## config.mk

```make
export PLATFORM = sky130hd
export DESIGN_NAME = alb_alu
export DESIGN_NICKNAME = d
export VERILOG_FILES = /design/src/hw/rtl/alb_pkg.sv /design/src/hw/rtl/alb_alu.sv
export SDC_FILE = /design/constraint.sdc
export NUM_CORES = 1
export LEC_CHECK = 0
export ABC_AREA = 0
export BUFFER_PORTS_ARGS = -buffer_cell sky130_fd_sc_hd__clkbuf_2
export CAP_MARGIN = 25
export CORE_MARGIN = 1.5
export CORE_UTILIZATION = 50
export DETAILED_ROUTE_END_ITERATION = 10
export GPL_ROUTABILITY_DRIVEN = 1
export PLACE_DENSITY = 0.84
export SYNTH_ARGS = -nofsm -noshare
export SYNTH_HDL_FRONTEND = slang
export SYNTH_SLANG_ARGS = --single-unit
```

## constraint.sdc

```tcl
create_clock -name vclk -period 9.6
set_input_delay 1.92 -clock vclk [all_inputs]
set_output_delay 1.92 -clock vclk [all_outputs]
set_load 0.01 [all_outputs]
```

## src/hw/rtl/alb_pkg.sv

```systemverilog
// Shared constants, codes and types of the boundary-tag allocator.
package alb_pkg;

    localparam int unsigned HEAP_BYTES_DEF  = 65536;
    localparam int unsigned CHUNK_BYTES_DEF = 4096;

    localparam int unsigned WSIZE       = 4;
    localparam int unsigned DSIZE       = 8;
    localparam int unsigned MIN_BLOCK   = 16;
    localparam int unsigned FIRST_BLOCK = 8;
    localparam int unsigned PAYLOAD0    = 16;
    localparam int unsigned INIT_WORDS  = 6;

    localparam logic KIND_ALLOC = 1'b0;
    localparam logic KIND_FREE  = 1'b1;

    localparam logic [1:0] ST_DONE = 2'd0;
    localparam logic [1:0] ST_ZERO = 2'd1;
    localparam logic [1:0] ST_OOM  = 2'd2;

    typedef enum logic {
        ALU_ADD,
        ALU_SUB
    } t_alu_op;

endpackage

```

## src/hw/rtl/alb_alu.sv

```systemverilog
// Shared add/subtract unit used by the allocator sequencer.
module alb_alu #(
    parameter int unsigned W = 19
) (
    input  alb_pkg::t_alu_op i_op,
    input  logic [W-1:0]     i_a,
    input  logic [W-1:0]     i_b,
    output logic [W-1:0]     o_y
);

    always_comb begin
        case (i_op)
            alb_pkg::ALU_ADD: o_y = i_a + i_b;
            alb_pkg::ALU_SUB: o_y = i_a - i_b;
            default:          o_y = i_a;
        endcase
    end

endmodule

```

==> results_dict.tcl, run 1 <==
set metrics [dict create \
    fin_ws_ns 2.65 \
    dp_worst_setup_slack_ns 2.67 \
    wl_met1_um 1520 \
    ctsHoldBuffers 0 \
    synthTopCellsByCount "xnor2_1, a21oi_1, ha_1" \
    fmax_mhz 144 \
    hold_violations 0 \
    routedWlPerCell_um 11.2 \
    finalSetupTns_ns 0 \
    worstPathMaxFanout 6 \
    seq_area_um2 0 \
    syn_avg_cell_area_um2 7.04 \
    fp.dieW_um 53.5 \
    rows 18 \
    via_count 1451 \
    cp.arrival_ns 5.03 \
    grt_first_pass_wirelength_um 4920 \
    n_sequential_cell 0 \
    synth_top_area_frac 0.186 \
    detail_route.vias_per_cell 5.45 \
    vdd_drop_max_v 0.0000778 \
    die_y_um 53.5 \
    io_pins 58 \
    worst_slew_pin_slew_ns 0.666 \
    gp_congestion 0.885 \
    cp.required_ns 7.68 \
    clock_buffers 0 \
    routed_wl_um 2990 \
    path_class "input pin to primary output" \
    antenna_found_initial 0 \
    netlist_instances 181 \
    status "finished clean" \
    coreArea_um2 2450 \
    cts_resized 0 \
    synth_warnings 0 \
    grt_util_all_layers 0.216 \
    synthTopCellsByArea "ha_1, xnor2_1, a21oi_1" \
    start_kind "input pin" \
    grt_max_degree 19 \
    portBuffers 58 \
    drtPass1Iterations 4 \
    dr_wl_met2_um 1360 \
    dieArea_um2 2860 \
    synth-seq-area-share 0 \
    yosysUniqueCellTypes 42 \
    fill_cells 228 \
    multiInputGateArea_um2 1220 \
    overflow 0 \
    initial_core_util 0.519 \
    leakage_nw 0.766 \
    syn_nets 240 \
    layout_min_cycle_time_ns 6.95 \
    synth_most_common_cell "xnor2_1" \
    dp_hpwl_um 2620 \
    dpl_cell_area_um2 1590 \
    rsz0062_at_grt "no" \
    syn_to_final_growth_pct 24.8 \
    setup_viol 0 \
    drtIter0Drc 28 \
    drive_gt1_frac 0.288 \
    highest_layer "met4" \
    cp-end-kind "primary output" \
    nets 297 \
    syn_area_um2 1270 \
    cap_violations 0 \
    cts_setup_buffers 0 \
    finalCritPeriodShare 0.724 \
    power_density_nw_per_um2 96.5 \
    grt_pass1_vias 1194 \
    dr_wl_met3_um 94 \
    drc 0 \
    n_antenna_cell 0 \
    synth.largest_area_cell "ha_1" \
    fin_area_um2 1590 \
    antenna_left 0 \
    holdCritPathClass "input pin to primary output" \
    slew_headroom 0.549 \
    maxSlewViolCount 0 \
]
==> cells by family after synthesis <==
family                   share of synthesized area
adder cells (fa/ha/maj)                      0.202
multiplexers                               0.00785
AND/OR/NAND/NOR                              0.228
AO/OA/AOI/OAI                                0.295
buffers and inverters                       0.0412
XOR/XNOR                                     0.226
==> worst max-delay path: stages <==
cell	delay, ns
clkbuf_2	0.11
or4_4	0.54
nor4_1	0.50
a31oi_1	0.20
xnor2_1	0.16
ha_1	0.36
a21oi_1	0.24
o211ai_1	0.15
nand2_1	0.09
o21ai_1	0.10
a221oi_1	0.35
xnor2_1	0.16
clkbuf_2	0.15
==> worst paths after layout <==
kind               start       to  slack (ns)  cells after the start
setup / recovery  i_b[4]  o_y[18]        2.65                     13
hold / removal    i_a[0]   o_y[0]        4.23                      5
==> layout make-up <==
| type | instances | area share |
|---|---|---|
| inverter | 11 | 0.0259 |
| tap | 30 | 0.0236 |
| timing repair buffer | 58 | 0.182 |
| multi-input combinational | 167 | 0.768 |
==> layout by cell type (no fill, tap or decap), drive strengths merged, types with 3 or more instances in the layout <==
master and count:
a21oi 25, a21o 4, a31oi 6, nor3 7, o21a 3, inv 11, nor2 17, nand2 9
o21ai 11, ha 19, xnor2 28, xor2 4, clkbuf 58, nor2b 4, or4 4
==> routing by layer <==
| layer | up-vias | GRT usage |
|---|---|---|
| met5 | - | 0 |
| met4 | 0 | 0.0128 |
| met3 | 2 | 0.00282 |
| met2 | 31 | 0.356 |
| met1 | 646 | 0.324 |
| li1 | 772 | - |
==> power by group <==
part | internal (mW) | switching, mW | total (mW)
combinational | 0.0698 | 0.0837 | 0.154
clock | 0 | 0 | 0
sequential | 0 | 0 | 0
==> through the flow <==
stage,total power [mW],instances,util,hold slack [ns]
CTS,0.153,266,0.648,4.23
finish,0.154,266,0.648,4.23
global placement,0.151,266,0.648,4.22
floorplan,0.105,181,-,3.99
global route,0.171,266,0.648,4.25
detailed placement,0.153,266,0.648,4.23
(Power assumes the default switching activity.)
==> inputs of run 2 (changes only) <==
==> constraint.sdc (replaced) <==
create_clock -name vclk -period 7.1
set_input_delay 1.42 -clock vclk [all_inputs]
set_output_delay 1.42 -clock vclk [all_outputs]
set_load 0.01 [all_outputs]
==> results_dict.tcl, run 2 (synthesis results as in run 1) <==
set metrics [dict create \
    coreArea_um2 2450 \
    detail_route.vias_per_cell 5.48 \
    path_cells "clkbuf_2, or4_4, nor4_1, a21oi_1, xnor2_1, ha_1, a21oi_1, o211ai_1, nand2_1, o21ai_1, a221oi_1, xnor2_1, clkbuf_2" \
    p_seq_frac 0 \
    layout_min_cycle_time_ns 5.99 \
    cp.required_ns 5.68 \
    dr_wl_met2_um 1390 \
    cts_setup_buffers 0 \
    maxSlewViolCount 0 \
    path_class "input pin to primary output" \
    leakage_nw 0.766 \
    cp-end-kind "primary output" \
    grt_max_degree 19 \
    initial_core_util 0.519 \
    cap_violations 0 \
    setup_viol 0 \
    via_count 1457 \
    seq_area_um2 0 \
    clock_buffers 0 \
    hold_violations 0 \
    io_pins 58 \
    p_switching_uw 113 \
    drc 0 \
    netSwitchingFraction 0.546 \
    portBuffers 58 \
    grt_first_pass_wirelength_um 4690 \
    fill_cells 234 \
    slew_headroom 0.548 \
    fmax_mhz 167 \
    slowest_delay_ns 0.54 \
    p_clk_frac 0 \
    antenna_left 0 \
    grt_pass1_vias 1157 \
    worst_slew_pin_slew_ns 0.672 \
    n_sequential_cell 0 \
    final_cell_mix "clkbuf_2, xnor2_1, a21oi_1" \
    highest_layer "met3" \
    gp_congestion 0.885 \
    routed_wl_um 2990 \
    routedWlPerCell_um 11.3 \
    syn_to_final_growth_pct 24.8 \
    fp.dieW_um 53.5 \
    final_common_cell "clkbuf_2" \
    p_int_uw 94.3 \
    grt_util_all_layers 0.207 \
    die_y_um 53.5 \
    finalSetupTns_ns 0 \
    fin_area_um2 1590 \
    cts_resized 0 \
    rsz0062_at_grt "no" \
    dr_wl_met3_um 95 \
    start_kind "input pin" \
    rows 18 \
    drtPass1Iterations 6 \
    status "finished clean" \
    wl_met1_um 1500 \
    power_density_nw_per_um2 130 \
    slowest_stage "or4_4" \
    p_comb_frac 1.000 \
    antenna_found_initial 0 \
    dpl_cell_area_um2 1590 \
    ctsHoldBuffers 0 \
    dieArea_um2 2860 \
    cp.arrival_ns 4.57 \
    finalCritPeriodShare 0.843 \
    drive_gt1_frac 0.288 \
    worstPathMaxFanout 7 \
    n_antenna_cell 0 \
    holdCritPathClass "input pin to primary output" \
    drtIter0Drc 31 \
    total_power_uw 208 \
    vdd_drop_max_v 0.000102 \
    overflow 0 \
    dp_hpwl_um 2670 \
    nets 297 \
]
-- run 2: cell counts in the layout (fill, tap and decap cells not counted) --
Identical to the previous run, type by type.
-- run 2: final timing paths --
check,from,endpoint,cells after the start
max,i_b[4],o_y[18],13
min,i_a[0],o_y[0],5
-- run 2: critical path, delay by kind of cell --
kind | cells | cell delay [ns]
AO/OA/AOI/OAI | 5 | 1.07
buffers and inverters | 2 | 0.25
XOR/XNOR | 2 | 0.32
AND/OR/NAND/NOR | 3 | 1.15
adder cells (fa/ha/maj) | 1 | 0.36
-- run 2: routing by layer --
layer | vias to the layer above | GRT usage
met1 | 646 | 0.316
met5 | - | 0
met2 | 35 | 0.340
met4 | 0 | 0.00427
met3 | 0 | 0
li1 | 776 | -
-- run 2: power by group through the flow --
stage          registers (mW)  logic [mW]  clock network, mW
5_1_grt                     0       0.231                  0
6_report                    0       0.208                  0
3_3_place_gp                0       0.205                  0
2_1_floorplan               0       0.142                  0
4_1_cts                     0       0.208                  0
3_5_place_dp                0       0.207                  0
-- run 2: per-stage QoR --
step / worst slack (ns) / hold slack, ns / util / instances
CTS: 1.11 / 3.23 / 0.648 / 266
floorplan: 1.63 / 2.99 / - / 181
global route: 0.773 / 3.25 / 0.648 / 266
global placement: 1.22 / 3.22 / 0.648 / 266
detailed placement: 1.11 / 3.23 / 0.648 / 266
finish: 1.11 / 3.23 / 0.648 / 266
-- run 2: layout make-up --
class	count	area, um2	area share
Multi-Input combinational cell	167	1220	0.768
Timing Repair Buffer	58	290	0.182
Tap cell	30	37.5	0.0236
Inverter	11	41.3	0.0259
